## src/sv/pid_controller_pos_incr_assert.svh

```systemverilog
// Assertion macros for the PID controller block.
// Both sample on i_clk and are disabled while i_rst_n is low.
`ifndef PID_CONTROLLER_POS_INCR_ASSERT_SVH
`define PID_CONTROLLER_POS_INCR_ASSERT_SVH

// Same-cycle implication.
`define PID_PI_ASSERT_NOW(label, ante, cons) \
    label: assert property (@(posedge i_clk) disable iff (!i_rst_n) (ante) |-> (cons)) \
        else $error("pid controller: same-cycle check failed");

// Next-cycle implication.
`define PID_PI_ASSERT_NEXT(label, ante, cons) \
    label: assert property (@(posedge i_clk) disable iff (!i_rst_n) (ante) |=> (cons)) \
        else $error("pid controller: next-cycle check failed");

`endif

```

## src/sv/pid_pi_pkg.sv

```systemverilog
`timescale 1ns / 1ps

package pid_pi_pkg;

    localparam int MEAS_W     = 24;
    localparam int ERR_W      = MEAS_W + 1;
    localparam int SUM_W      = 32;
    localparam int GAIN_W     = 16;
    localparam int OUT_W      = 32;
    localparam int FRAC_BITS  = 8;
    localparam int OP_P_W     = ERR_W + 1;
    localparam int OP_I_W     = SUM_W;
    localparam int OP_D_W     = ERR_W + 2;
    localparam int PROD_P_W   = GAIN_W + OP_P_W;
    localparam int PROD_I_W   = GAIN_W + OP_I_W;
    localparam int PROD_D_W   = GAIN_W + OP_D_W;
    localparam int ACC_W      = PROD_I_W + 2;
    localparam int CFG_IDX_W  = 3;
    localparam int CFG_DATA_W = 24;

    typedef enum logic [1:0] {
        MODE_P   = 2'd0,
        MODE_PI  = 2'd1,
        MODE_POS = 2'd2,
        MODE_INC = 2'd3
    } t_mode;

    typedef enum logic [CFG_IDX_W-1:0] {
        CFG_MODE   = 3'd0,
        CFG_TARGET = 3'd1,
        CFG_GAIN_P = 3'd2,
        CFG_GAIN_I = 3'd3,
        CFG_GAIN_D = 3'd4
    } t_cfg_idx;

    localparam t_mode                     RST_MODE   = MODE_POS;
    localparam logic signed [MEAS_W-1:0]  RST_TARGET = 24'sd512;
    localparam logic signed [GAIN_W-1:0]  RST_GAIN_P = 16'sd486;
    localparam logic signed [GAIN_W-1:0]  RST_GAIN_I = 16'sd128;
    localparam logic signed [GAIN_W-1:0]  RST_GAIN_D = 16'sd0;

    localparam logic signed [OUT_W-1:0] OUT_MAX = {1'b0, {(OUT_W-1){1'b1}}};
    localparam logic signed [OUT_W-1:0] OUT_MIN = {1'b1, {(OUT_W-1){1'b0}}};
    localparam logic signed [SUM_W-1:0] SUM_MAX = {1'b0, {(SUM_W-1){1'b1}}};
    localparam logic signed [SUM_W-1:0] SUM_MIN = {1'b1, {(SUM_W-1){1'b0}}};

    typedef struct packed {
        logic signed [OP_P_W-1:0] p;
        logic signed [OP_I_W-1:0] i;
        logic signed [OP_D_W-1:0] d;
        logic                     sum_hit;
    } t_ops;

endpackage

```

## src/sv/pid_pi_state.sv

```systemverilog
`timescale 1ns / 1ps

module pid_pi_state
    import pid_pi_pkg::*;
#(
    parameter int ERR_CLAMP = 256000
) (
    input  logic                    i_clk,
    input  logic                    i_rst_n,
    input  logic                    i_step,
    input  t_mode                   i_mode,
    input  logic signed [ERR_W-1:0] i_err,
    output t_ops                    o_ops
);

    localparam int CLAMP_W = $clog2(ERR_CLAMP + 1) + 1;
    localparam logic signed [ERR_W-1:0] CLAMP_HI = ERR_W'(ERR_CLAMP);
    localparam logic signed [ERR_W-1:0] CLAMP_LO = -CLAMP_HI;

    logic signed [ERR_W-1:0]   r_last_err;
    logic signed [ERR_W-1:0]   r_prev_err;
    logic signed [SUM_W-1:0]   r_err_sum;

    logic signed [SUM_W:0]     sum_wide;
    logic                      sum_hit;
    logic signed [SUM_W-1:0]   sum_new;
    logic signed [ERR_W-1:0]   clamp_full;
    logic signed [CLAMP_W-1:0] clamp_err;
    logic signed [OP_P_W-1:0]  inc_p;
    logic signed [OP_D_W-1:0]  inc_d;
    logic signed [OP_P_W-1:0]  pos_d;

    always_comb begin
        sum_wide = (SUM_W+1)'(r_err_sum) + (SUM_W+1)'(i_err);
        sum_hit  = sum_wide[SUM_W] != sum_wide[SUM_W-1];
        if (sum_hit) begin
            sum_new = sum_wide[SUM_W] ? SUM_MIN : SUM_MAX;
        end else begin
            sum_new = sum_wide[SUM_W-1:0];
        end

        if (i_err > CLAMP_HI) begin
            clamp_full = CLAMP_HI;
        end else if (i_err < CLAMP_LO) begin
            clamp_full = CLAMP_LO;
        end else begin
            clamp_full = i_err;
        end
        clamp_err = clamp_full[CLAMP_W-1:0];

        inc_p = OP_P_W'(clamp_err) - OP_P_W'(r_last_err);
        inc_d = OP_D_W'(clamp_err) - (OP_D_W'(r_last_err) <<< 1) + OP_D_W'(r_prev_err);
        pos_d = OP_P_W'(i_err) - OP_P_W'(r_prev_err);

        o_ops = '0;
        case (i_mode)
            MODE_P: begin
                o_ops.p = OP_P_W'(i_err);
            end
            MODE_PI: begin
                o_ops.p       = OP_P_W'(i_err);
                o_ops.i       = sum_new;
                o_ops.sum_hit = sum_hit;
            end
            MODE_POS: begin
                o_ops.p       = OP_P_W'(i_err);
                o_ops.i       = sum_new;
                o_ops.d       = OP_D_W'(pos_d);
                o_ops.sum_hit = sum_hit;
            end
            MODE_INC: begin
                o_ops.p = inc_p;
                o_ops.i = OP_I_W'(clamp_err);
                o_ops.d = inc_d;
            end
            default: begin
                o_ops = '0;
            end
        endcase
    end

    always_ff @(posedge i_clk) begin
        if (!i_rst_n) begin
            r_last_err <= '0;
            r_prev_err <= '0;
            r_err_sum  <= '0;
        end else if (i_step) begin
            case (i_mode)
                MODE_PI: begin
                    r_err_sum <= sum_new;
                end
                MODE_POS: begin
                    r_err_sum  <= sum_new;
                    r_last_err <= i_err;
                    r_prev_err <= i_err;
                end
                MODE_INC: begin
                    r_prev_err <= r_last_err;
                    r_last_err <= ERR_W'(clamp_err);
                end
                default: begin
                end
            endcase
        end
    end

endmodule

```

## src/sv/pid_controller_pos_incr.sv

```systemverilog
`timescale 1ns / 1ps
// PID controller with P, PI, positional PID and incremental PID laws, fixed
// point (samples and setpoint Q16.8, gains Q8.8). One measured sample in, one
// drive value out. The block takes one sample per clock cycle while the
// output is not stalled; each result passes the error, operand, product and
// drive registers in order. The error history and saturating error sum are
// updated as each sample leaves the error register. Gain products are
// registered before the final add and saturation. Write the mode, setpoint
// and gain registers only while no sample is in flight.

module pid_controller_pos_incr
    import pid_pi_pkg::*;
#(
    parameter int ERR_CLAMP = 256000
) (
    input  logic                         i_clk,
    input  logic                         i_rst_n,
    input  logic                         i_in_valid,
    output logic                         o_in_stall,
    input  logic signed [MEAS_W-1:0]     i_measured,
    output logic                         o_out_valid,
    input  logic                         i_out_stall,
    output logic signed [OUT_W-1:0]      o_drive,
    output logic                         o_saturated,
    input  logic                         i_cfg_valid,
    output logic                         o_cfg_ready,
    input  logic [CFG_IDX_W-1:0]         i_cfg_index,
    input  logic [CFG_DATA_W-1:0]        i_cfg_data
);

`include "pid_controller_pos_incr_assert.svh"

    t_mode                      r_mode;
    logic signed [MEAS_W-1:0]   r_target;
    logic signed [GAIN_W-1:0]   r_gain_p;
    logic signed [GAIN_W-1:0]   r_gain_i;
    logic signed [GAIN_W-1:0]   r_gain_d;

    logic                       r_v0;
    logic                       r_v1;
    logic                       r_v2;
    logic                       r_v3;
    logic                       en0;
    logic                       en1;
    logic                       en2;
    logic                       en3;

    logic signed [ERR_W-1:0]    r_err;
    t_ops                       ops;
    t_ops                       r_ops;
    logic signed [PROD_P_W-1:0] r_prod_p;
    logic signed [PROD_I_W-1:0] r_prod_i;
    logic signed [PROD_D_W-1:0] r_prod_d;
    logic                       r_sum_hit2;
    logic                       r_sum_hit3;
    logic signed [ACC_W-1:0]    acc;
    logic                       acc_hit;
    logic signed [OUT_W-1:0]    n_drive;
    logic signed [OUT_W-1:0]    r_drive;
    logic                       r_sat;

    assign o_cfg_ready = 1'b1;

    always_ff @(posedge i_clk) begin
        if (!i_rst_n) begin
            r_mode   <= RST_MODE;
            r_target <= RST_TARGET;
            r_gain_p <= RST_GAIN_P;
            r_gain_i <= RST_GAIN_I;
            r_gain_d <= RST_GAIN_D;
        end else if (i_cfg_valid && o_cfg_ready) begin
            case (t_cfg_idx'(i_cfg_index))
                CFG_MODE:   r_mode   <= t_mode'(i_cfg_data[1:0]);
                CFG_TARGET: r_target <= i_cfg_data[MEAS_W-1:0];
                CFG_GAIN_P: r_gain_p <= i_cfg_data[GAIN_W-1:0];
                CFG_GAIN_I: r_gain_i <= i_cfg_data[GAIN_W-1:0];
                CFG_GAIN_D: r_gain_d <= i_cfg_data[GAIN_W-1:0];
                default: begin
                end
            endcase
        end
    end

    // advance a stage when it is empty or the next one advances
    assign en3 = !r_v3 || !i_out_stall;
    assign en2 = !r_v2 || en3;
    assign en1 = !r_v1 || en2;
    assign en0 = !r_v0 || en1;

    assign o_in_stall  = !en0;
    assign o_out_valid = r_v3;
    assign o_drive     = r_drive;
    assign o_saturated = r_sat;

    always_ff @(posedge i_clk) begin
        if (!i_rst_n) begin
            r_v0 <= 1'b0;
            r_v1 <= 1'b0;
            r_v2 <= 1'b0;
            r_v3 <= 1'b0;
        end else begin
            if (en0) r_v0 <= i_in_valid;
            if (en1) r_v1 <= r_v0;
            if (en2) r_v2 <= r_v1;
            if (en3) r_v3 <= r_v2;
        end
    end

    pid_pi_state #(
        .ERR_CLAMP (ERR_CLAMP)
    ) u_state (
        .i_clk   (i_clk),
        .i_rst_n (i_rst_n),
        .i_step  (r_v0 && en1),
        .i_mode  (r_mode),
        .i_err   (r_err),
        .o_ops   (ops)
    );

    always_comb begin
        acc = ACC_W'($signed(r_prod_p) >>> FRAC_BITS)
            + ACC_W'($signed(r_prod_i) >>> FRAC_BITS)
            + ACC_W'($signed(r_prod_d) >>> FRAC_BITS);
        acc_hit = 1'b0;
        if (acc > ACC_W'(OUT_MAX)) begin
            n_drive = OUT_MAX;
            acc_hit = 1'b1;
        end else if (acc < ACC_W'(OUT_MIN)) begin
            n_drive = OUT_MIN;
            acc_hit = 1'b1;
        end else begin
            n_drive = acc[OUT_W-1:0];
        end
    end

    always_ff @(posedge i_clk) begin
        if (en0) begin
            r_err <= ERR_W'(r_target) - ERR_W'(i_measured);
        end
        if (en1) begin
            r_ops <= ops;
        end
        if (en2) begin
            r_prod_p   <= r_gain_p * $signed(r_ops.p);
            r_prod_i   <= r_gain_i * $signed(r_ops.i);
            r_prod_d   <= r_gain_d * $signed(r_ops.d);
            r_sum_hit2 <= r_ops.sum_hit;
        end
        if (en3) begin
            r_drive    <= n_drive;
            r_sat      <= r_sum_hit2 || acc_hit;
            r_sum_hit3 <= r_sum_hit2;
        end
    end

    `PID_PI_ASSERT_NOW(a_stall_from_output, o_in_stall, o_out_valid && i_out_stall)
    `PID_PI_ASSERT_NOW(a_sat_drive_at_limit, o_out_valid && o_saturated && !r_sum_hit3,
                       o_drive == OUT_MAX || o_drive == OUT_MIN)
    `PID_PI_ASSERT_NEXT(a_stage_moves_out, r_v2 && (!o_out_valid || !i_out_stall), o_out_valid)
    `PID_PI_ASSERT_NOW(a_empty_after_reset, !$past(i_rst_n), !o_out_valid && !r_v0)

endmodule
```

## config.mk

```make
export PLATFORM = sky130hd
export DESIGN_NAME = pid_controller_pos_incr
export DESIGN_NICKNAME = d
export VERILOG_FILES = /design/src/sv/pid_pi_pkg.sv /design/src/sv/pid_pi_state.sv /design/src/sv/pid_controller_pos_incr.sv
export VERILOG_INCLUDE_DIRS = /design/src /design/src/sv
export SDC_FILE = /design/constraint.sdc
export NUM_CORES = 2
export LEC_CHECK = 0
export BUFFER_PORTS_ARGS = -buffer_cell sky130_fd_sc_hd__buf_2
export CAP_MARGIN = 20
export CELL_PAD_IN_SITES_DETAIL_PLACEMENT = 1
export CELL_PAD_IN_SITES_GLOBAL_PLACEMENT = 2
export CORE_MARGIN = 3
export CORE_UTILIZATION = 46
export DETAILED_ROUTE_END_ITERATION = 6
export GPL_TIMING_DRIVEN = 0
export HOLD_SLACK_MARGIN = 0.03
export PLACE_DENSITY = 0.92
export SLEW_MARGIN = 10
export SYNTH_ARGS = -nofsm -noshare
export SYNTH_HDL_FRONTEND = slang
export SYNTH_SLANG_ARGS = --single-unit
```

## constraint.sdc

```tcl
create_clock -name i_clk -period 12.1 [get_ports i_clk]
set_input_delay 0 -clock i_clk [delete_from_list [all_inputs] [get_ports i_clk]]
set_output_delay 0 -clock i_clk [all_outputs]
set_load 0.05 [all_outputs]
```

==> run summary <==
The flow ran to the end, and the final reports show no timing, DRC or antenna violations. Once placement completed, the tool counted placed cells totaling 9821. STA classifies the critical path endpoint as a register.

The die covers 0.1593 mm2. The detailed-routing iteration count for the pre-antenna-repair pass came out at 5. The number of clock buffers inserted by TritonCTS came out at 48.

The die boundary height is 399.1 um. The number of antenna-violating nets in the routed design is 0. The headroom to the max-slew limit is 0.2280.

The pre-CTS setup slack came out at 2.148 ns. The startpoint identified for the worst register-to-register timing path is r_gain_i[7]. The fraction of registers with async set/reset is 0.

The I/O pin count is 92. The overall die width is 399.1 um. The total of cells resized after clock tree synthesis is 0.

The number of pins with negative max-slew slack in the final report came out at 0. The end of the worst hold path is r_err[15]. Of the synthesized area, sequential elements account for 0.1524. Setup repair after global routing left no endpoint under its margin. The detailed placement HPWL is 208300 um. The initial antenna violation count is 27. The total non-filler cell area in the finished layout is 0.07672 mm2. The number of global-route vias before repair came out at 62450.

The slowest library cell on the worst path is clkbuf_1. The number of enable-type register cells in the synthesized netlist came out at 254. Yosys printed 0 warnings. CTS placed an instance of clkbuf_16 at the clock tree root.

Counting distinct cell types in the post-synthesis netlist gives 87. The register bit total from synthesis is 414. Entering global routing, the biggest net connects 63 pins.

At the end of routability-driven placement, the weighted congestion stood at 0.9528. The actual slew at the worst max-slew pin came out at 1.154 ns. The total via count in the routed design came out at 55780. The final-report hold violation count is 0.

In this run the worst path has a maximum fanout of 11. The synthesized area divided by synthesized cell count came out at 9.246 um2. The buffers inserted during post-CTS setup optimization is 0. The arrival time of the worst setup path is 10.46 ns. The initialized floorplan defines 143 standard-cell rows. In this run the tool buffered the top-level ports with 89 buffer cells. The total number of nets in the final design came out at 9825. Broken down by cell family, the worst path's largest delay share belongs to adder cells. The clock latency on the worst-skew pair is 0.66 ns. The final critical-path setup slack came out at 1.938 ns. Ranked by total cell area, the synthesized netlist is headed by fa_1 (39%), edfxtp_1 (11%), inv_1 (8.8%).

The summed instance area of the synthesized netlist came out at 0.07108 mm2. The total buffers and inverters traversed by the critical path is 6. The number of cells on the worst reg-to-reg path is 25. The number of max-cap violations is 0. The origin of the worst min-delay path is i_measured[15]. The buffer levels on the longest clock path came out at 3. The critical path is of the reg -> reg type. TritonCTS built the clock tree. The total overflow reported by the global router is 0.

At the worst endpoint, the required time is 12.40 ns. The final critical path time including I/O delays and setup came out at 10.16 ns. The clock skew after layout came out at 0.05724 ns. The highest clock frequency the design can meet is 98.41 MHz.

The fraction of layout instances using a drive strength above 1 is 0.03283. For this run, the leading register cell type out of synthesis is edfxtp_1. The slack of the worst reg-to-reg path is 1.94 ns. The clock slew at the register clock pins of the worst setup and hold paths is 0.10 ns. The overall routing resource usage is 0.3225. The count of unresolved DRC violations after routing came out at 0.

The number of clock sinks seen by CTS came out at 414. The critical path's most frequent cell is fa_1. The number of cells on the worst hold path came out at 5.

The summed negative setup slack over all endpoints came out at 0 ns. For this configuration, the core starts out at a cell density of 0.4652. The fraction of synthesized cell area taken by the top area cell type is 0.3861. The first-pass GRT wire length came out at 384300 um. The area growth from synthesis to layout is 7.935%. The worst setup path is launched from a register. The post-detailed-route via-to-cell ratio came out at 5.580. The maximum single-stage delay on the critical path is 0.88 ns. The path class of the tightest hold or removal check is in -> reg. The synthesized design spends more area on one cell type than any other, namely fa_1. The capture instance of the worst register-to-register path is r_prod_i[47].

After clock tree synthesis, the flow added hold-fix buffers numbering 67. The placeable core region came out at 0.1528 mm2. Wires add up to 251400 um. For this block, the initial DRC count from the detailed router was 3966. The net count after synthesis came out at 9603.

The number of instances in the synthesized netlist came out at 7688. Dividing the final minimum period by the clock period gives 0.8398. The total cell area at the placement stage came out at 0.07432 mm2. The H-tree generated during clock tree synthesis spans 2 levels.

Setup violations remaining at the end of the flow were counted as 0. The number of standard cells in the layout, taps in and fillers out is 9997. Dividing the detail-routed wire length by the instance count gives 25.15 um.
## cell usage in the layout, fill, tap and decap left out, types with 48 or more instances in the layout
cell,Yosys,routed
nor2b_1,52,52
xnor2_1,169,165
buf_2,7,99
edfxtp_1,254,254
dfxtp_1,160,160
ha_1,488,488
fa_1,1371,1371
inv_1,1663,1662
clkbuf_1,292,297
xor2_1,94,91
clkbuf_16,0,48
nand2b_1,63,63
nand3_1,60,60
nor2_1,227,227
and2_1,554,554
dlygate4sd3_1,0,67
nand2_1,1044,1042
a21oi_1,273,273
a21o_1,95,95
a21boi_0,76,76
nor3_1,52,52
o21ai_0,168,168
## worst reg2reg max path: cells and delay by family (launching register included)
kind            cells  cell delay (ns)
fa+ha+maj           7             3.45
compound gates      7             2.61
flops               1             0.61
buf+inv             6             1.19
xor+xnor            1             0.86
simple gates        4             1.12
## sequential cells by signal, indices dropped and copies added (netlist names)
| signal | count |
|---|---|
| r_ops | 86 |
| r_prod_i | 40 |
| r_prod_d | 35 |
| r_prod_p | 34 |
| o_drive | 32 |
| u_state.r_err_sum | 32 |
| r_err | 25 |
| u_state.r_last_err | 25 |
| u_state.r_prev_err | 25 |
| r_target | 24 |
| r_gain_d | 16 |
| r_gain_i | 16 |
| r_gain_p | 16 |
| r_mode | 2 |
| o_out_valid | 1 |
| o_saturated | 1 |
| r_sum_hit2 | 1 |
| r_v0 | 1 |
| r_v1 | 1 |
| r_v2 | 1 |
## worst max path at each step
stage | cells after the start | slack [ns] | to | from
after global routing | 25 | 1.80 | r_prod_i[47] | r_gain_i[7]
after global placement | 23 | 2.03 | r_prod_p[41] | r_gain_p[9]
final | 25 | 1.94 | r_prod_i[47] | r_gain_i[7]
after CTS | 25 | 2.12 | r_prod_i[47] | r_gain_i[7]
after floorplan | 24 | 5.41 | r_prod_d[42] | r_gain_d[1]
after detailed placement | 25 | 2.15 | r_prod_i[47] | r_gain_i[7]
## metal layers
metal	GRT usage	wire length, um
met5	0	114
met2	0.5276	117400
met1	0.4235	103200
met4	0.1150	10300
met3	0.06915	20370
## final cells by class
| type | count | area [um2] |
|---|---|---|
| plain buffers | 315 | 1229 |
| well taps | 2030 | 2540 |
| diodes | 17 | 42.54 |
| multi-input cells | 5293 | 52830 |
| clock inverters | 37 | 450.4 |
| clock buffers | 53 | 1220 |
| repair buffers | 172 | 1323 |
| flip-flops and latches | 414 | 10830 |
| fillers | 17760 | 76080 |
| inverters | 1666 | 6256 |
## synth_stat cells, types with 63 or more instances
library cell  instances
dfxtp_1             160
edfxtp_1            254
a21o_1               95
inv_1              1663
xnor2_1             169
nand2b_1             63
nor2_1              227
nand2_1            1044
o21ai_0             168
a21oi_1             273
ha_1                488
a21boi_0             76
xor2_1               94
clkbuf_1            292
and2_1              554
fa_1               1371
## kinds of logic (layout without fill, tap and decap cells)
| kind of cell | after synthesis | in the layout | share of synthesized area |
|---|---|---|---|
| adder cells (fa/ha/maj) | 1859 | 1859 | 0.4720 |
| AND/OR/NAND/NOR | 2187 | 2187 | 0.1470 |
| AO/OA/AOI/OAI | 961 | 961 | 0.08759 |
| flip-flops | 414 | 414 | 0.1524 |
| multiplexers | 22 | 22 | 0.003274 |
| buffers and inverters | 1981 | 2243 | 0.1053 |
| XOR/XNOR | 263 | 263 | 0.03241 |
| other | 1 | 18 | 0.00005276 |
## per-stage QoR
stage | hold slack, ns | util
floorplan | 0.1240 | -
global placement | 0.2134 | 0.4847
detailed placement | 0.2276 | 0.4864
CTS | 0.05263 | 0.5017
global route | 0.1050 | 0.5018
finish | 0.08469 | 0.5021
Power is not shown: default switching activity piles up to over one toggle a cycle in this logic, so the estimate is an artifact.
